## src/design/mf3_queue.sv

```systemverilog
`timescale 1ns / 1ps

module mf3_queue #(
	parameter int WIDTH = 8,
	parameter int DEPTH = 4
) (
	input  logic             clk,
	input  logic             arst_n,
	input  logic             push_valid,
	output logic             push_ready,
	input  logic [WIDTH-1:0] push_data,
	output logic             pop_valid,
	input  logic             pop_ready,
	output logic [WIDTH-1:0] pop_data
);

	localparam int PTR_W = (DEPTH > 1) ? $clog2(DEPTH) : 1;
	localparam int CNT_W = $clog2(DEPTH + 1);

	logic [WIDTH-1:0] slot_q [DEPTH];
	logic [PTR_W-1:0] wr_ptr_q;
	logic [PTR_W-1:0] rd_ptr_q;
	logic [CNT_W-1:0] count_q;
	logic             push;
	logic             pop;

	assign push_ready = (count_q != CNT_W'(DEPTH));
	assign pop_valid  = (count_q != '0);
	assign pop_data   = slot_q[rd_ptr_q];
	assign push       = push_valid && push_ready;
	assign pop        = pop_valid && pop_ready;

	always_ff @(posedge clk) begin
		if (push) begin
			slot_q[wr_ptr_q] <= push_data;
		end
	end

	always_ff @(posedge clk or negedge arst_n) begin
		if (!arst_n) begin
			wr_ptr_q <= '0;
			rd_ptr_q <= '0;
			count_q  <= '0;
		end else begin
			if (push) begin
				wr_ptr_q <= (wr_ptr_q == PTR_W'(DEPTH - 1)) ? '0 : wr_ptr_q + 1'b1;
			end
			if (pop) begin
				rd_ptr_q <= (rd_ptr_q == PTR_W'(DEPTH - 1)) ? '0 : rd_ptr_q + 1'b1;
			end
			if (push && !pop) begin
				count_q <= count_q + 1'b1;
			end else if (pop && !push) begin
				count_q <= count_q - 1'b1;
			end
		end
	end

	a_count_bound: assert property (@(posedge clk) disable iff (!arst_n)
		count_q <= CNT_W'(DEPTH))
		else $error("queue fill count past depth");

endmodule

```

## config.mk

```make
export PLATFORM = sky130hd
export DESIGN_NAME = mf3_queue
export DESIGN_NICKNAME = d
export VERILOG_FILES = /design/src/design/mf3_queue.sv
export SDC_FILE = /design/constraint.sdc
export NUM_CORES = 1
export LEC_CHECK = 0
export ABC_AREA = 1
export BUFFER_PORTS_ARGS = -buffer_cell sky130_fd_sc_hd__buf_4
export CAP_MARGIN = 25
export CORE_MARGIN = 5
export CORE_UTILIZATION = 40
export CTS_CLUSTER_SIZE = 28
export DETAILED_ROUTE_END_ITERATION = 6
export PLACE_DENSITY = 0.67
export SETUP_SLACK_MARGIN = 0.5
export SLEW_MARGIN = 10
export SYNTH_ARGS = -nofsm -noshare
export SYNTH_HDL_FRONTEND = slang
export SYNTH_SLANG_ARGS = --single-unit
```

## constraint.sdc

```tcl
create_clock -name clk -period 4.13 [get_ports clk]
set_input_delay 0.826 -clock clk [delete_from_list [all_inputs] [get_ports clk]]
set_output_delay 0.826 -clock clk [all_outputs]
set_load 0.05 [all_outputs]
```

== Word-level counts from Yosys, hierarchy flattened ==
Memory sizes are Yosys's and may differ from the RTL's.
Index checks and enable logic that the tools add are counted.
Operators by class
  eq/ne operators: 3
  divide/modulo/power cells: 0
  add/subtract/negate cells: 4
  shift operators: 0
  multiply operators: 0
  magnitude comparators: 0
  reduce and logical (&&, ||, !) cells: 8
  bitwise logic cells: 0
  muxes and demuxes: 6
Operator list (number)
  two-way mux 3 bit: 2
  adder 2 x 1 -> 2 bit (second input constant): 2
  equality test 2 bit (second input constant): 2
  logical AND 1 bit: 4
  two-way mux 2 bit: 2
  adder 3 x 1 -> 3 bit (second input constant): 1
  != test 3 bit (second input constant): 1
  nonzero test 3 bit: 1
  subtractor 3 x 1 -> 3 bit (second input constant): 1
  logical NOT 1 bit: 2
  two-way mux 1 bit: 2
  nonzero test 2 bit: 1
Word-level totals
  ROM bits: 0
  output and inout bits: 10
  bits in writable memories: 32
  flip-flop bits (word level): 7
  memories: 1
  latch bits: 0
Memory list
  slot_q: depth 4, width 8, rd ports 1, clocked after Yosys merged registers in 0, wr ports 1, RTL line 20  | logic [WIDTH-1:0] slot_q [DEPTH];

== Logic depth before layout (Yosys ltp) ==
  depth after elaboration: 6
  mapped depth: 12
  gate-level depth less buffers: 12

== Worst setup path after synthesis ==
Ideal clock, no wire load.
  path kind: register to register
  start point: register count_q[1]
  end point: register count_q[2]
  path buffers: 0
  data required time: 4.013 ns
  data arrival time: 1.998 ns
  stages on the path, launching flop included: 11
  setup slack: 2.015 ns
  clock period less this slack: 2.115 ns
  path through: dfrtp_1 inv_1 nand3_1 nand2_2 ha_1 inv_1 fa_1 nand2_1 nand3_1 nand2_1 nand2_1
Between the ends
  cells in the longest elaborated chain, start to end: 5
  elaborated cells between the ends (all ways): 13
  classes of those cells: 2 x add/sub; 1 x eq/ne; 2 x mux; 8 x reduce/logical
Ends and longest elaborated chain
  from (decl): RTL line 23  | logic [CNT_W-1:0] count_q;
  from (signal assigned): RTL line 52  | count_q <= count_q + 1'b1;
  from (signal assigned): RTL line 54  | count_q <= count_q - 1'b1;
  nonzero test 3 bit (*): RTL line 28  | assign pop_valid = (count_q != '0);
  via pop_valid: RTL line 12  | output logic pop_valid,
  logical AND 1 bit (*): RTL line 31  | assign pop = pop_valid && pop_ready;
  logical NOT 1 bit: RTL line 51  | if (push && !pop) begin
  logical AND 1 bit: RTL line 51
  two-way mux 3 bit or nonzero test 2 bit (tied branches)
Mark *: on every way through the listed nets, which the timed path passes. The rest lies on a longest branch. The select of a mux whose other input is x is not followed.
A chain may end at the register's enable or synchronous reset.

== Worst setup path in the final report ==
  start point: register rd_ptr_q[1]
  end point: output port pop_data[0]
Between the ends
  cells in the longest elaborated chain, start to end: 1
Ends and longest elaborated chain
  from (decl): RTL line 22  | logic [PTR_W-1:0] rd_ptr_q;
  from (signal assigned): RTL line 49  | rd_ptr_q <= (rd_ptr_q == PTR_W'(DEPTH - 1)) ? '0 : rd_ptr_q + 1'b1;
  memory read (4 x 8 bit)
  to (decl): RTL line 14  | output logic [WIDTH-1:0] pop_data
No other way between the ends.

==> impl_metrics.tcl <==
set metrics [dict create \
    grt_usage_pct 11.7 \
    r2r-end "count_q[2]" \
    synthTopCellsByArea "edfxtp_1, dfrtp_1, nand2_1" \
    crit_path_top_delay_cell "dfrtp_1" \
    finalSetupTns_ns 0 \
    fin_hold_ws_ns 0.342 \
    synth_fp_nets 171 \
    start_util_pct 40.9 \
    synthCells 152 \
    n_fill_cell 401 \
    worst-path-stages 4 \
    drtPass1Iterations 4 \
    finalSetupViolCount 0 \
    ir_drop_uv 333 \
    cts_tree "done" \
    layout.area.seq_um2 1140 \
    post_cts_resized 0 \
    cts_hold_buffers 0 \
    ant_nets 0 \
    multiInputGateArea_um2 449 \
    die_y_um 76.2 \
    wire_per_inst_um 14.0 \
    clock-sinks 39 \
    max-slew-margin-rel_pct 41.1 \
    slowest_delay_ns 0.59 \
    drc 0 \
    cp_max_fo 11 \
    slew_viol_final 0 \
    path_delay_family "flip-flops" \
    min_period_ns 2.38 \
    synth_seq_cells 39 \
    cts_root_buf "clkbuf_8" \
    ios 22 \
    required_ns 3.30 \
    critPathLaunch "rd_ptr_q[1]" \
    drt_iter0_markers 71 \
    syn2layout_area_growth_pct 17.9 \
    grt_pass1_wl_um 5280 \
    layout_common_cells "nand2_1, edfxtp_1, inv_1" \
    cellPowerDensity_nw_per_um2 832 \
    period_share_pct 57.7 \
    timing.rr.start "count_q[1]" \
    layout_commonest_cell "nand2_1" \
    reg2reg_slack_ns 2.20 \
    critPathBufInv 2 \
    r2r_cells 10 \
    endpoint_kind "output port" \
    synth_cell_types 16 \
    yosys_warnings 0 \
    fin_nets 195 \
    rsz0062_at_grt "false" \
    drv_cap 0 \
    synth_area_per_cell_um2 11.5 \
    critPathLaunchType "register" \
    drive_gt1_share_pct 18.6 \
    grt-ovfl-total 0 \
    postCtsSetupRepairBufs 0 \
    clk_pin_slew_worst_paths_ns 0.07 \
    yosys.area.top_type "edfxtp_1" \
    synth_area_um2 1750 \
    fmax_ghz 0.420 \
    numCtsBuffers 5 \
    dieArea_um2 5810 \
    cp-endpoint "pop_data[0]" \
    leakage_nw 0.899 \
    cts_buffer_depth 2 \
    hold_path.class "in2async" \
    fin_worst_skew_ns 0.00620 \
    clock_latency_ns 0.28 \
    port_buffers 21 \
    hold_viol_final 0 \
    dp.cells 220 \
    crit_chain "inv_1, o211ai_1, nand2_1, buf_4" \
    placeableCoreArea_um2 4290 \
    grt_max_degree 36 \
    std_cell_rows 24 \
    stdcell_count 229 \
    n_antenna_cell 0 \
    gp_congestion 0.799 \
    grt_pass1_vias 1092 \
    finalWirelength_um 3210 \
    worst_slew_pin_slew_ns 0.881 \
    via_per_inst 4.77 \
    hpwl_um 2250 \
    h-tree-depth 2 \
    antenna_found_initial 0 \
    cp.arrival_ns 1.56 \
    yosysSeqAreaShare_pct 64.8 \
    status "completed" \
    vias 1092 \
    synth_top_cell_area_share_pct 54.8 \
    crit_type "reg2out" \
    die_x_um 76.2 \
]
## through the flow
step | worst slack [ns] | area [µm²] | power [mW] | util (%)
floorplan | 2.01 | 1750 | 1.18 | -
global placement | 1.86 | 1920 | 1.32 | 44.7
global route | 1.58 | 2070 | 1.84 | 48.2
finish | 1.75 | 2070 | 1.72 | 48.2
CTS | 1.47 | 2050 | 1.73 | 47.8
detailed placement | 1.78 | 1920 | 1.35 | 44.7
## worst min path at each step
| stage | endpoint | start | cells after the start | slack, ns |
|---|---|---|---|---|
| after detailed placement | count_q[2] | count_q[2] | 2 | 0.53 |
| after floorplan | count_q[2] | count_q[2] | 2 | 0.48 |
| after global routing | wr_ptr_q[0] | arst_n | 1 | 0.33 |
| after CTS | wr_ptr_q[1] | arst_n | 1 | 0.34 |
| after global placement | count_q[2] | count_q[2] | 2 | 0.50 |
| final | wr_ptr_q[1] | arst_n | 1 | 0.34 |
## cell usage after synthesis, drive strengths merged
library cell	instances
ha	6
nand3	7
buf	5
xnor2	1
edfxtp	32
inv	30
o21ai	1
fa	1
o211ai	16
dfrtp	7
nor2	6
nand2	39
nand4	1
## worst reg2reg max path: stages, from the launching register on
cell,delay (ns)
dfrtp_1,0.41
inv_1,0.11
nand3_1,0.19
nand2_2,0.14
ha_1,0.17
inv_1,0.07
fa_1,0.41
nand2_1,0.12
nand3_1,0.08
nand2_1,0.07
nand2_1,0.05
## where the power goes
part           internal (mW)  leakage [nW]  switching (mW)
clock network          0.241        0.0654           0.124
registers              0.529         0.378          0.0734
logic                  0.237         0.455           0.516
total                   1.01         0.899           0.713
## sequential cells by signal, indices dropped and copies added, names as in the netlist
name,cells
rd_ptr_q,2
slot_q,32
wr_ptr_q,2
count_q,3
## per-layer routing
| metal | up-vias | GRT usage, % | share of wire [%] |
|---|---|---|---|
| met1 | 508 | 13.9 | 41 |
| met3 | 4 | 4.26 | 4.5 |
| li1 | 551 | - | - |
| met5 | - | 0 | 0 |
| met2 | 29 | 18.6 | 53 |
| met4 | 0 | 5.59 | 1.2 |
## cell families after synthesis
logic type	synth area share [%]
AOI/OAI and AO/OA	7.13
xor gates and xnor gates	0.499
adders and majority gates	5.42
buffers and inverters	9.63
DFF	64.8
and+or+nand+nor	12.6
## area by class of cell
cell class                 instances  area share (%)
timing repair buffer              22            8.35
clock inverter                     2            2.90
inverter                          30            5.44
clock buffer                       6            3.51
tap                               52            3.15
multi-input combinational         78            21.7
sequential                        39            54.9
No activity file was read; power rests on OpenSTA's default activity.
