### src/design/mf3_pkg.sv
`timescale 1ns / 1ps

package mf3_pkg;

	localparam int MAX_WIDTH_DEF    = 1024;
	localparam int MAX_HEIGHT_DEF   = 1024;
	localparam int PIXEL_BITS_DEF   = 8;

	localparam int PIX_W            = 8;
	localparam int COORD_W          = 10;

	localparam int CFG_IDX_W        = 1;
	localparam int CFG_DATA_W       = 11;
	localparam logic [CFG_IDX_W-1:0] REG_FRAME_WIDTH  = 1'd0;
	localparam logic [CFG_IDX_W-1:0] REG_FRAME_HEIGHT = 1'd1;
	localparam int FRAME_SIZE_RESET = 1024;

	localparam int QUEUE_DEPTH      = 4;

	// which results one input pixel causes, in output order win, tail, bottom
	typedef struct packed {
		logic bottom;
		logic tail;
		logic win;
	} mf3_emit_t;

	typedef struct packed {
		mf3_emit_t emit;
		logic      interior;
		logic      end_row;
	} mf3_job_flags_t;

endpackage

### src/design/mf3_back.sv
`timescale 1ns / 1ps

module mf3_back
	import mf3_pkg::*;
#(
	parameter int MAX_WIDTH  = MAX_WIDTH_DEF,
	parameter int MAX_HEIGHT = MAX_HEIGHT_DEF,
	parameter int PIXEL_BITS = PIXEL_BITS_DEF
) (
	input  logic                          clk,
	input  logic                          arst_n,
	input  logic                          job_valid,
	output logic                          job_ready,
	input  mf3_job_flags_t                job_flags,
	input  logic [PIXEL_BITS+3:0]         job_sum,
	input  logic [PIXEL_BITS-1:0]         job_center,
	input  logic [PIXEL_BITS-1:0]         job_tail,
	input  logic [PIXEL_BITS-1:0]         job_pix,
	input  logic [$clog2(MAX_HEIGHT)-1:0] job_row,
	input  logic [$clog2(MAX_WIDTH)-1:0]  job_col,
	output logic                          res_valid,
	input  logic                          res_ready,
	output logic [PIX_W-1:0]              pixel_out,
	output logic [COORD_W-1:0]            out_row,
	output logic [COORD_W-1:0]            out_col,
	output logic                          run_last,
	output logic                          frame_last
);

	localparam int CW     = $clog2(MAX_WIDTH);
	localparam int RW     = $clog2(MAX_HEIGHT);
	localparam int PB     = PIXEL_BITS;
	localparam int SUM_W  = PB + 4;
	localparam int SHIFT  = SUM_W + 4;
	localparam int MUL_W  = SHIFT - 2;
	localparam int PROD_W = SUM_W + MUL_W;
	// ceil(2^SHIFT / 9): exact quotient for every sum of SUM_W bits
	localparam logic [MUL_W-1:0] RECIP = MUL_W'(((64'd1 << SHIFT) + 64'd8) / 64'd9);

	logic              valid_s2;
	mf3_emit_t         pend_s2;
	logic [PROD_W-1:0] prod_s2;
	logic [PB-1:0]     center_s2;
	logic [PB-1:0]     tail_s2;
	logic [PB-1:0]     pix_s2;
	logic [RW-1:0]     row_s2;
	logic [CW-1:0]     col_s2;
	logic              interior_s2;
	logic              end_row_s2;

	logic              valid_s3;
	logic [PIX_W-1:0]  pixel_s3;
	logic [COORD_W-1:0] row_s3;
	logic [COORD_W-1:0] col_s3;
	logic              run_last_s3;
	logic              frame_last_s3;

	logic              out_free;
	logic              emit_now;
	logic              done;
	logic              load;
	mf3_emit_t         sel;
	mf3_emit_t         pend_next;
	logic [PB-1:0]     quot;
	logic [PB-1:0]     val;
	logic [RW-1:0]     row_val;
	logic [CW-1:0]     col_val;
	logic              flast_val;

	assign out_free  = !valid_s3 || res_ready;
	assign emit_now  = valid_s2 && out_free;

	always_comb begin
		sel = '0;
		if (pend_s2.win) begin
			sel.win = 1'b1;
		end else if (pend_s2.tail) begin
			sel.tail = 1'b1;
		end else begin
			sel.bottom = pend_s2.bottom;
		end
	end

	assign pend_next = pend_s2 & ~sel;
	assign done      = emit_now && (pend_next == '0);
	assign job_ready = !valid_s2 || done;
	assign load      = job_valid && job_ready && (job_flags.emit != '0);

	always_ff @(posedge clk or negedge arst_n) begin
		if (!arst_n) begin
			valid_s2 <= 1'b0;
			pend_s2  <= '0;
		end else begin
			if (load) begin
				valid_s2 <= 1'b1;
				pend_s2  <= job_flags.emit;
			end else if (done) begin
				valid_s2 <= 1'b0;
				pend_s2  <= '0;
			end else if (emit_now) begin
				pend_s2  <= pend_next;
			end
		end
	end

	always_ff @(posedge clk) begin
		if (load) begin
			prod_s2     <= PROD_W'(job_sum) * PROD_W'(RECIP);
			center_s2   <= job_center;
			tail_s2     <= job_tail;
			pix_s2      <= job_pix;
			row_s2      <= job_row;
			col_s2      <= job_col;
			interior_s2 <= job_flags.interior;
			end_row_s2  <= job_flags.end_row;
		end
	end

	assign quot = PB'(prod_s2 >> SHIFT);

	always_comb begin
		val       = pix_s2;
		row_val   = row_s2;
		col_val   = col_s2;
		flast_val = 1'b0;
		if (sel.win) begin
			val     = interior_s2 ? quot : center_s2;
			row_val = row_s2 - 1'b1;
			col_val = col_s2 - 1'b1;
		end else if (sel.tail) begin
			val     = tail_s2;
			row_val = row_s2 - 1'b1;
		end else begin
			flast_val = end_row_s2;
		end
	end

	// output register parts the result side from the sequencer
	always_ff @(posedge clk or negedge arst_n) begin
		if (!arst_n) begin
			valid_s3 <= 1'b0;
		end else if (out_free) begin
			valid_s3 <= emit_now;
		end
	end

	always_ff @(posedge clk) begin
		if (emit_now) begin
			pixel_s3      <= PIX_W'(val);
			row_s3        <= COORD_W'(row_val);
			col_s3        <= COORD_W'(col_val);
			run_last_s3   <= (pend_next == '0);
			frame_last_s3 <= flast_val;
		end
	end

	assign res_valid  = valid_s3;
	assign pixel_out  = pixel_s3;
	assign out_row    = row_s3;
	assign out_col    = col_s3;
	assign run_last   = run_last_s3;
	assign frame_last = frame_last_s3;

	a_busy_has_work: assert property (@(posedge clk) disable iff (!arst_n)
		valid_s2 |-> pend_s2 != '0)
		else $error("sequencer busy with nothing pending");

	a_frame_end_closes_run: assert property (@(posedge clk) disable iff (!arst_n)
		valid_s3 && frame_last_s3 |-> run_last_s3)
		else $error("frame end not last result of its pixel");

endmodule
### config.mk
export PLATFORM = sky130hd
export DESIGN_NAME = mf3_back
export DESIGN_NICKNAME = d
export VERILOG_FILES = /design/src/design/mf3_pkg.sv /design/src/design/mf3_back.sv
export SDC_FILE = /design/constraint.sdc
export NUM_CORES = 1
export LEC_CHECK = 0
export BUFFER_PORTS_ARGS = -buffer_cell sky130_fd_sc_hd__buf_2
export CORE_AREA = 4 4 143 104
export DETAILED_ROUTE_END_ITERATION = 8
export DIE_AREA = 0 0 147 108
export PLACE_DENSITY_LB_ADDON = 0.3
export SLEW_MARGIN = 25
export SYNTH_ARGS = -nofsm -noshare
export SYNTH_HDL_FRONTEND = slang
export SYNTH_SLANG_ARGS = --single-unit
export TNS_END_PERCENT = 1
### constraint.sdc
create_clock -name clk -period 6 [get_ports clk]
set_input_delay 0 -clock clk [delete_from_list [all_inputs] [get_ports clk]]
set_output_delay 0 -clock clk [all_outputs]
set_load 0.1 [all_outputs]
### After elaboration in Yosys (flattened, before gate mapping)

Cells that the tools add are included.

| operators by class | value |
|---|---|
| $add $sub $neg | 2 |
| $mul | 1 |
| multiplexer cells | 15 |
| bitwise operators | 2 |
| reductions and logical operators | 13 |

Operators with widths:

| cell | number |
|---|---|
| $mux 10 | 3 |
| $mux 8 | 3 |
| $mul 12x12->23 const B | 1 |
| $sub 10x1->10 const B | 2 |
| $mux 3 | 3 |
| $reduce_bool 3->1 | 2 |
| $mux 1 | 5 |
| $logic_and 1x1->1 | 4 |
| $and 3x3->3 | 1 |
| $logic_not 3->1 | 1 |
| $not 3->3 | 1 |
| $logic_not 1->1 | 2 |
| $logic_or 1x1->1 | 2 |
| $mux 2 | 1 |
| $reduce_bool 2->1 | 1 |
| $reduce_or 2->1 | 1 |

| storage, ports and cells | value |
|---|---|
| register bits | 104 |
| output and inout bits | 32 |
| word-level logic and storage cells | 51 |

### Longest topological paths before layout

Gate-level depths: netlist of the first run.

| logic depth | value |
|---|---|
| depth after elaboration | 10 |
| mapped depth | 18 |
| mapped depth without buffers | 18 |

### Worst setup path before layout of the first run

OpenSTA, ideal clock, no wires.

| timing | value |
|---|---|
| kind | input to register |
| start | input job_sum[1] |
| end | register prod_s2[21] (data pin) |
| setup time | 261 ps |
| arrival time | 3982 ps |
| data required time | 5739 ps |
| path slack | 1757 ps |
| stages | 16 |
| path through | inv_1 > fa_1 > inv_1 > ha_1 > inv_1 > fa_1 > inv_1 > fa_1 > inv_1 > fa_1 > inv_1 > ha_1 > nand2_1 > nor4_1 > or4_4 > o311a_1 |

| on the way | value |
|---|---|
| word-level cells in the longest chain between the ends | 1 |

RTL lines:

| element | line | source |
|---|---|---|
| from (decl) | mf3_back.sv:15 | `input logic [PIXEL_BITS+3:0] job_sum,` |
| $mul 12x12->23 | mf3_back.sv:108 | `prod_s2 <= PROD_W'(job_sum) * PROD_W'(RECIP);` |
| to (signal assigned) | mf3_back.sv:108 |  |
| to (decl) | mf3_back.sv:42 | `logic [PROD_W-1:0] prod_s2;` |

Every way passes these cells.
A chain may end at the register's enable or synchronous reset.

### Final worst setup path of the first run

| timing | value |
|---|---|
| start | input job_sum[1] |
| end | register prod_s2[20] (data pin) |

The elaborated chain is that of the path after synthesis.

==> out/qor.yml, run 1 <==
critical-path-max-stage-delay_ps: 540
nNetsFinal: 751
ys.flop_type: "edfxtp_1"
rr_endpoint: "col_s2[5]$_DFFE_PP_"
timing.fmax_ghz: 0.2326
num_io_pins: 97
cp_max_fo: 4
yosysUniqueCellTypes: 47
async_flop_share_pct: 5.618
drtIter0Drc: 145
fin_setup_tns_ps: 0
fill_cells: 1154
worst-path-buf-inv: 7
cts_tree: "yes"
endpoint_kind: "register"
min_period_over_period_pct: 71.66
pwr_density_cell_nw_per_um2: 531.1
grt_pass1_vias: 3811
hold_path_class: "input pin to asynchronous set/reset pin"
syn_area_um2: 5532
cts.clk_slew.worst_paths_ps: 60
grt_max_degree: 55
setup_viol: 0
cp_cell_sequence: "buf_2, inv_1, fa_1, inv_1, ha_1, inv_1, fa_1, inv_1, fa_1, inv_1, fa_1, inv_1, ha_1, a21oi_1, o21ai_0, o2bb2ai_1, a211o_1, a31oi_1, xnor2_1"
muxShareOfSynthArea_pct: 1.448
finalPower_uw: 3761
drcViolationCount: 0
fin_cells: 783
crit_arrival_ps: 4380
pre_cts_ws_ps: 1424
max_cap_violations: 0
root_buffer: "clkbuf_16"
dp_hpwl_mm: 8.818
critPathSlowestCell: "fa_1"
start_util_pct: 40.80
relSlewSlack_pct: 54.31
p_leak_uw: 0.003184
die_x_um: 147
irDropWorstVdd_uv: 215.0
yosys_warnings: 0
antenna_found_initial: 0
synth.avg_cell_area_um2: 12.72
slew_violations: 0
path_class: "input pin to register"
start_kind: "input pin"
post-cts-setup-buffer-count: 0
reg2reg_from: "pend_s2[1]$_DFFE_PN0P_"
reg2reg_setup_slack_ps: 3520
vias: 3751
rows: 36
place_congestion: 0.8743
cts_buffer_depth: 2
drt_first_pass_iters: 4
worst_pin_slew_ps: 679.5
htreeDepth: 3
io_buffer_count: 96
setup_ws_ps: 1700
avgViaCountPerCell: 4.791
worstPathRequired_ps: 6080
cts_resized: 0
ant_nets: 0
synthCells: 435
rsz0062_at_grt: "false"
cts_buffers: 9
synth_top_family_by_area: "adder cells"
synth_nets: 598
area_growth_syn_to_layout_pct: 28.00
gr-total-overflow: 0
synth-compound-area-share_pct: 7.804
cts_hold_buf: 51
critPathTopFamily: "adder cells"
cts_sinks: 89
drt-total-wl_mm: 11.40
synth_simple_gate_area_share_pct: 7.012
clk_latency_ps: 340
r2r_cells: 5
synthAdderAreaFrac_pct: 26.10
placedCellCount: 716
core_area_um2: 13560
n_antenna_cell: 0
die_y_um: 108
routedWlPerCell_um: 14.56
synth_seq_cells: 89
post-route-min-period_ps: 4300
synth_xor_area_share_pct: 4.592
drive_above_1_share_pct: 20.57
grt_pass1_wl_mm: 18.86
dieArea_um2: 15880
yosysSeqAreaShare_pct: 47.86
synth_edf_count: 84
crit_top_cell: "inv_1"
hold_viol: 0
grt_usage_pct: 15.02
outcome: "finished clean"
clock_skew_ps: 6.939
[how the worst max path moves through the flow]
stage	to	depth (start not counted)	startpoint	slack [ps]
2_1_floorplan	prod_s2[21]$_DFFE_PP_	16	job_sum[1]	1760
3_3_place_gp	prod_s2[21]$_DFFE_PP_	17	job_sum[1]	1500
3_5_place_dp	prod_s2[20]$_DFFE_PP_	19	job_sum[1]	1420
4_1_cts	prod_s2[20]$_DFFE_PP_	19	job_sum[1]	1710
5_1_grt	prod_s2[20]$_DFFE_PP_	19	job_sum[1]	1480
6_report	prod_s2[20]$_DFFE_PP_	19	job_sum[1]	1700
[cells in the mapped netlist (all sizes together) (4+ instances only)]
cell	n	area, um2
a211oi	8	60.06
a21o	6	45.04
a21oi	23	115.1
and2	5	31.28
clkbuf	5	18.77
dfrtp	5	125.1
edfxtp	84	2522
fa	29	580.6
ha	69	863.3
inv	68	255.2
mux2i	8	80.08
nand2	23	86.33
nand3	4	20.02
nor2	7	28.78
nor2b	9	56.30
nor3	7	40.04
o21ai	9	45.04
xnor2	16	140.1
xor2	13	113.9
[layer usage]
metal  track usage, %  vias up  share of wire (%)
li1                 -     1848                  -
met1            20.84     1806                 48
met2            23.79       82                 46
met3            3.226       15                4.2
met4            4.854        0                1.5
met5                0        -                  0
[cells in the final DEF, fill, tap and decap left out, types with 2 or more instances in the layout]
cell,n
clkinv_2,3
inv_1,67
dlygate4sd3_1,51
o41ai_1,2
xor2_1,13
a21oi_1,23
fa_1,29
and3_1,2
nor3b_1,2
and2_1,5
nor2_1,6
buf_2,96
a21o_1,6
nand2_1,23
nor2b_1,9
bufinv_16,3
a32o_1,3
nor3_1,6
nand4_1,2
nand2b_1,2
ha_1,69
xnor2_1,16
o21ai_0,9
clkbuf_16,9
mux2i_1,8
dfrtp_1,5
edfxtp_1,84
a211oi_1,8
nand3_1,4
o211ai_1,2
nor4_1,3
buf_4,2
o21bai_1,2
[logic make-up after synthesis]
| family | Yosys count |
|---|---|
| fa+ha+maj | 98 |
| flops | 89 |
| buf+inv | 75 |
| simple gates | 71 |
| compound gates | 65 |
| xor+xnor | 29 |
| mux | 8 |
[area by class of cell]
class | count | area, um2 | area share, %
Sequential cell | 89 | 2648 | 37.39
Timing Repair Buffer | 149 | 1006 | 14.21
Clock inverter | 7 | 108.9 | 1.537
Tap cell | 190 | 237.7 | 3.357
Clock buffer | 9 | 225.2 | 3.181
Inverter | 68 | 257.7 | 3.640
Multi-Input combinational cell | 271 | 2597 | 36.68
[sequential cells by signal (all words and copies together) (netlist names)]
register	count
center_s2	8
col_s2	10
end_row_s2	1
frame_last	1
interior_s2	1
out_col	10
out_row	10
pend_s2	3
pix_s2	8
pixel_out	8
prod_s2	8
res_valid	1
row_s2	10
run_last	1
tail_s2	8
valid_s2	1
[where the power goes]
group / total (uW) / internal (uW) / switching (uW)
clock network: 622 / 403 / 219
logic: 2070 / 613 / 1460
registers: 1070 / 973 / 94.9
[metrics by stage]
stage / utilization, % / hold slack [ps] / instance area (um2)
6_report: 52.22 / 16.91 / 7081
5_1_grt: 52.22 / 22.48 / 7081
4_1_cts: 52.22 / 5.007 / 7081
3_5_place_dp: 45.99 / -178.9 / 6236
3_3_place_gp: 45.98 / -182.4 / 6233
2_1_floorplan: - / -295.6 / 5532
No activity file was read; power rests on OpenSTA's default activity.
==> inputs of run 2 (changes only) <==
- clock period: 6 -> 3.54 ns (I/O delays scaled with it)
==> run 2 against run 1 <==
Compared with the run above:
- the run now ends with negative setup slack left
- flip-flop and latch count unchanged
- final cell count up 7.5%
- final area up 9.4%
- global-route usage rose by 0.82 points
- sequential share of layout area decreased by 3.2 points
- combinational power rose by 110%
- clock power is 47% higher
- power up 89%
- die area unchanged
- wire length increased by 11%
- sequential power rose by 65%
- critical endpoint is now prod_s2[21]$_DFFE_PP_
- largest power group unchanged
- highest routed layer unchanged
==> out/qor.yml, run 2 (same netlist as run 1, synthesis figures left out) <==
outcome: "finished, violations left"  # was finished clean
violations: "negative setup slack"
clk_latency_ps: 340  # about the same
drtIter0Drc: 174  # was 145
start_util_pct: 40.80  # unchanged
start_kind: "input pin"  # unchanged
grt_pass1_vias: 4072  # was 3811
cts_sinks: 89  # unchanged
multi_input_area_um2: 2803  # was 2597 um2
antenna_found_initial: 0  # unchanged
die_y_um: 108  # unchanged
relSlewSlack_pct: 54.15  # was 54.31%
n_antenna_cell: 0  # unchanged
hold_depth: 4
final_common_cell: "buf_2"  # unchanged
place_congestion: 0.9200  # was 0.8743
drt_first_pass_iters: 4  # unchanged
htreeDepth: 3  # unchanged
cts_tree: "yes"  # unchanged
worst_pin_slew_ps: 687.7  # was 679.5 ps
fill_cells: 1103  # was 1154
cts_buffer_depth: 2  # unchanged
clock_skew_ps: 7.525  # was 6.939 ps
cp_max_fo: 4  # unchanged
nNetsFinal: 810  # was 751
io_buffer_count: 96  # unchanged
die_x_um: 147  # unchanged
drt-total-wl_mm: 12.62  # was 11.40 mm
p_leak_uw: 0.003472  # was 0.003184 uW
fin_cells: 842  # was 783
path_class: "input pin to register"  # unchanged
regArea_um2: 2648  # unchanged
timing.fmax_ghz: 0.2568
ant_nets: 0  # unchanged
rsz0062_at_grt: "true"  # was false
endpoint_kind: "register"  # unchanged
hold_viol: 0  # unchanged
finalPower_uw: 7104  # was 3761 uW
startpoint: "job_sum[7]"  # was job_sum[1]
r2r_cells: 7  # was 5
reg2reg_from: "pend_s2[0]$_DFFE_PN0P_"  # was pend_s2[1]$_DFFE_PN0P_
drive_above_1_share_pct: 31.75  # was 20.57%
dpl-instance-area_um2: 6726  # was 6236 um2
post-route-min-period_ps: 3894
crit_arrival_ps: 3980  # was 4380 ps
drcViolationCount: 0  # unchanged
pwr_density_cell_nw_per_um2: 917.2  # was 531.1 nW/um2
slew_violations: 0  # unchanged
layout_common_cells: "buf_2 (90), edfxtp_1 (84), buf_4 (61)"  # was buf_2 (96), edfxtp_1 (84), ha_1 (69)
cts_buffers: 9  # unchanged
final_core_util_pct: 57.13  # was 52.22%
grt_pass1_wl_mm: 19.78  # was 18.86 mm
grt_usage_pct: 15.83  # was 15.02%
setup_viol: 8  # was 0
core_area_um2: 13560  # unchanged
avgViaCountPerCell: 4.733  # was 4.791
dp_hpwl_mm: 9.816  # was 8.818 mm
min_period_over_period_pct: 110.0
whs_ps: 83.86  # was 16.91 ps
setup_ws_ps: -353.8  # was 1700 ps
hold_path_class: "input pin to register"  # was input pin to asynchronous set/reset pin
hold_start: "job_valid"
vias: 3985  # was 3751
area_growth_syn_to_layout_pct: 40.04  # was 28.00%
rows: 36  # unchanged
irDropWorstVdd_uv: 388.6  # was 215.0 uV
num_io_pins: 97  # unchanged
cts.clk_slew.worst_paths_ps: 60  # about the same
dieArea_um2: 15880  # unchanged
postLayoutCellArea_um2: 7746  # was 7081 um2
placedCellCount: 773  # was 716
routedWlPerCell_um: 14.99  # was 14.56 um
gr-total-overflow: 0  # unchanged
grt_max_degree: 55  # unchanged
root_buffer: "clkbuf_16"  # unchanged
max_cap_violations: 0  # unchanged
worstPathRequired_ps: 3630  # was 6080 ps
run 2: cell count changes in the layout (fill, tap and decap cells not counted), moves of 2 or more:
cell	change
a21oi_1	-3
a21oi_2	+3
buf_12	+2
buf_2	-6
buf_4	+59
buf_6	+3
bufinv_16	-2
clkinv_2	-2
ha_1	-13
ha_4	+13
inv_1	-8
inv_2	+8
run 2: layer usage:
metal  vias to the layer above  wire, um  GRT usage, %
li1                       1961         -             -
met1                      1913      5988         22.04
met2                        93      5794         25.76
met3                        18       657         3.058
met4                         0       178         4.122
met5                         -         0             0
run 2: report_power, final:
| group | internal (uW) | switching (uW) | total, uW |
|---|---|---|---|
| Sequential | 1650 | 124 | 1770 |
| Combinational | 1620 | 2790 | 4420 |
| Clock | 542 | 370 | 912 |
| Total | 3820 | 3290 | 7100 |
run 2: worst paths after layout:
path                       slack [ps]                     end
max                              -350   prod_s2[21]$_DFFE_PP_
min                                80  pend_s2[1]$_DFFE_PN0P_
max reg2reg                      1290     col_s2[0]$_DFFE_PP_
min reg2reg                       470   res_valid$_DFFE_PN0N_
max in group asynchronous        2750   res_valid$_DFFE_PN0N_
min in group asynchronous         590  pend_s2[0]$_DFFE_PN0P_
run 2: timing repair:
action / CTS / global route
hold buffers: 52 / 0
pin swaps: 3 / 4
buffers inserted: 1 / 0
gates resized for setup: 20 / 13
endpoints found under the hold margin: 56 / 0
setup endpoints to repair: 8 / 8
run 2: area by class of cell:
type                    instances  area share [%]
flip-flops and latches         89           34.18
clock inverters                 6          0.7592
well taps                     190           3.069
clock buffers                  10           2.956
multi-input cells             271           36.18
inverters                      68           3.457
repair buffers                208           19.40
run 2: per-stage QoR:
step,worst slack (ps),setup TNS [ps]
global placement,-721.3,-4797
detailed placement,-785.4,-5206
global route,-399.8,-2649
CTS,-328.3,-1577
floorplan,-455.5,-1836
finish,-353.8,-1759
run 2: worst max-delay path, cell delays in order:
cell and delay [ps]:
buf_4 140, fa_1 490, ha_4 310, inv_2 40, fa_1 550, inv_2 40, fa_1 490, inv_1 50
fa_1 490, inv_2 50, ha_4 160, a21o_1 170, a21oi_1 130, nor2b_1 60, or4_4 530, o311a_1 290
==> inputs of run 3 (changes only) <==
- CORE_AREA: 4 4 143 104 -> 2 2 118 120
- DIE_AREA: 0 0 147 108 -> 0 0 120 122
==> run 3 against run 2 <==
Compared with the run above:
- the flow still finishes with violations (negative setup slack)
- critical path depth increased by 2
- combinational power increased by 1%
- final cell count decreased by 1.8%
- worst hold slack improved by 6.4 ps
- sequential share of layout area increased by 0.35 points
- maximum frequency increased by 2.5%
- clock power decreased by 8.6%
- global-route usage increased by 0.56 points
- largest power group unchanged
- sequential power about the same
- final area decreased by 1.0%
==> out/qor.yml, run 3 (same netlist as run 1, synthesis figures left out) <==
ant_nets: 0  # unchanged
fill_cells: 1077  # was 1103
p_leak_uw: 0.003444  # was 0.003472 uW
crit_cells: 18  # was 16
dp_hpwl_mm: 8.621  # was 9.816 mm
dieArea_um2: 14640  # was 15880 um2
die_x_um: 120  # was 147 um
core_area_um2: 13500  # was 13560 um2
layout_common_cells: "buf_2 (93), edfxtp_1 (84), inv_1 (59)"  # was buf_2 (90), edfxtp_1 (84), buf_4 (61)
p_switching_uw: 3302  # was 3289 uW
endpoint_kind: "register"  # unchanged
crit_arrival_ps: 3880  # was 3980 ps
vias: 3966  # was 3985
timing.fmax_ghz: 0.2633  # was 0.2568 GHz
cp_cell_sequence: "buf_6, inv_12, fa_1, inv_2, ha_4, inv_2, fa_1, inv_1, fa_1, inv_1, fa_1, inv_2, ha_4, buf_4, nand3_4, nor4_4, or4_4, o311a_1"  # was buf_4, fa_1, ha_4, inv_2, fa_1, inv_2, fa_1, inv_1, fa_1, inv_2, ha_4, a21o_1, a21oi_1, nor2b_1, or4_4, o311a_1
cts_buffers: 9  # unchanged
setup_ws_ps: -257.3  # was -353.8 ps
io_buffer_count: 96  # unchanged
drt-total-wl_mm: 11.69  # was 12.62 mm
root_buffer: "clkbuf_16"  # unchanged
switching_share_pct: 46.60  # was 46.30%
final_core_util_pct: 56.78  # was 57.13%
relSlewSlack_pct: 52.94  # was 54.15%
start_kind: "input pin"  # unchanged
nNetsFinal: 805  # was 810
hold_path_class: "input pin to register"  # unchanged
power.sequential.fraction_pct: 25.0  # about the same
slew_violations: 0  # unchanged
rsz0062_at_grt: "true"  # unchanged
grt_usage_pct: 16.39  # was 15.83%
grt_max_degree: 55  # unchanged
reg2reg_from: "pend_s2[1]$_DFFE_PN0P_"  # was pend_s2[0]$_DFFE_PN0P_
critPathTopFamily: "adder cells"  # unchanged
cts_buffer_depth: 2  # unchanged
violations: "negative setup slack"  # unchanged
startpoint: "job_sum[3]"  # was job_sum[7]
rr_endpoint: "row_s2[4]$_DFFE_PP_"  # was col_s2[0]$_DFFE_PP_
clockPowerShare_pct: 11.8  # was 12.8%
drtIter0Drc: 245  # was 174
pre_cts_ws_ps: -777.0  # was -785.4 ps
place_congestion: 0.8307  # was 0.9200
start_util_pct: 40.96  # was 40.80%
max_cap_violations: 0  # unchanged
p_comb_share_pct: 63.2  # was 62.2%
cts.clk_slew.worst_paths_ps: 60  # about the same
outcome: "finished, violations left"  # unchanged
grt_pass1_vias: 4132  # was 4072
rows: 43  # was 36
critPathSlowestCell: "fa_1"  # unchanged
antenna_found_initial: 0  # unchanged
drt_first_pass_iters: 4  # unchanged
p_int_uw: 3783  # was 3815 uW
drcViolationCount: 0  # unchanged
final_common_cell: "buf_2"  # unchanged
cts_tree: "yes"  # unchanged
worst_pin_slew_ps: 700.0  # was 687.7 ps
worstPathRequired_ps: 3620  # was 3630 ps
whs_ps: 90.24  # was 83.86 ps
cts_sinks: 89  # unchanged
gr-total-overflow: 0  # unchanged
critical-path-max-stage-delay_ps: 550  # about the same
worst-path-buf-inv: 8  # was 5
htreeDepth: 3  # unchanged
irDropWorstVdd_uv: 407.3  # was 388.6 uV
min_period_over_period_pct: 107.3  # was 110.0%
reg2reg_setup_slack_ps: 1310  # was 1290 ps
setup_viol: 7  # was 8
avgViaCountPerCell: 4.796  # was 4.733
cp_max_fo: 3  # was 4
finalPower_uw: 7084  # was 7104 uW
grt_pass1_wl_mm: 18.91  # was 19.78 mm
hold_viol: 0  # unchanged
drive_above_1_share_pct: 31.99  # was 31.75%
clock_skew_ps: 5.565  # was 7.525 ps
pwr_density_cell_nw_per_um2: 924.0  # was 917.2 nW/um2
post-route-min-period_ps: 3797  # was 3894 ps
routedWlPerCell_um: 14.14  # was 14.99 um
path_class: "input pin to register"  # unchanged
n_antenna_cell: 0  # unchanged
crit_top_cell: "fa_1"  # unchanged
clk_latency_ps: 340  # about the same
r2r_cells: 6  # was 7
die_y_um: 122  # was 108 um
area_growth_syn_to_layout_pct: 38.61  # was 40.04%
endpoint: "prod_s2[21]$_DFFE_PP_"  # unchanged
fin_setup_tns_ps: -1115  # was -1759 ps
num_io_pins: 97  # unchanged
[run 3: cell count changes in the layout (fill, tap and decap cells not counted), sizes merged]
cell and delta:
buf -5, bufinv -1, clkinvlp -1, clkinv +2
[run 3: through the flow]
stage                     std cells  cell area [um2]
after floorplan                 435             5584
after global placement          757             6656
after detailed placement        757             6659
after CTS                       827             7556
after global routing            827             7667
final                           827             7667
[run 3: area by class of cell]
class | count | area [um2] | share of cell area (%)
Multi-Input combinational cell | 271 | 2824 | 36.83
Sequential cell | 89 | 2648 | 34.53
Timing Repair Buffer | 203 | 1436 | 18.73
Inverter | 68 | 270.3 | 3.525
Clock buffer | 10 | 229.0 | 2.986
Tap cell | 180 | 225.2 | 2.937
Clock inverter | 6 | 35.03 | 0.4569
[run 3: power by group through the flow]
stage	Clock (uW)	Sequential, uW	Combinational (uW)
detailed placement	0	1800	3950
global route	897	1800	4850
floorplan	0	2810	1870
global placement	0	1790	3900
finish	834	1770	4480
CTS	863	1780	4220
[run 3: worst min path at each step]
stage	slack, ps	endpoint	startpoint	cells past startpoint
final	90	pend_s2[1]$_DFFE_PN0P_	job_valid	4
after global routing	150	pend_s2[1]$_DFFE_PN0P_	job_valid	4
after CTS	70	pend_s2[1]$_DFFE_PN0P_	job_valid	4
after detailed placement	-180	res_valid$_DFFE_PN0N_	arst_n	1
after global placement	-180	res_valid$_DFFE_PN0N_	arst_n	1
after floorplan	-300	pend_s2[0]$_DFFE_PN0P_	arst_n	0
[run 3: routing by layer]
layer	GRT usage (%)	routed length [um]	vias to the layer above	share of wire, %
met5	0	0	-	0
met4	6.397	220	0	1.9
met3	2.247	536	17	4.6
met2	29.97	6043	122	52
met1	19.52	4892	1878	42
li1	-	-	1949	-
[run 3: timing repair]
item,CTS,global route
endpoints found under the setup margin,7,8
endpoints found under the hold margin,55,0
pin swaps,13,11
resized for setup,19,19
hold buffers,52,0
setup buffers,2,0
[run 3: tightest hold or removal path, stage by stage]
cell and delay, ps:
buf_2 70, and2_1 190, nand2_1 70, nand2_1 50
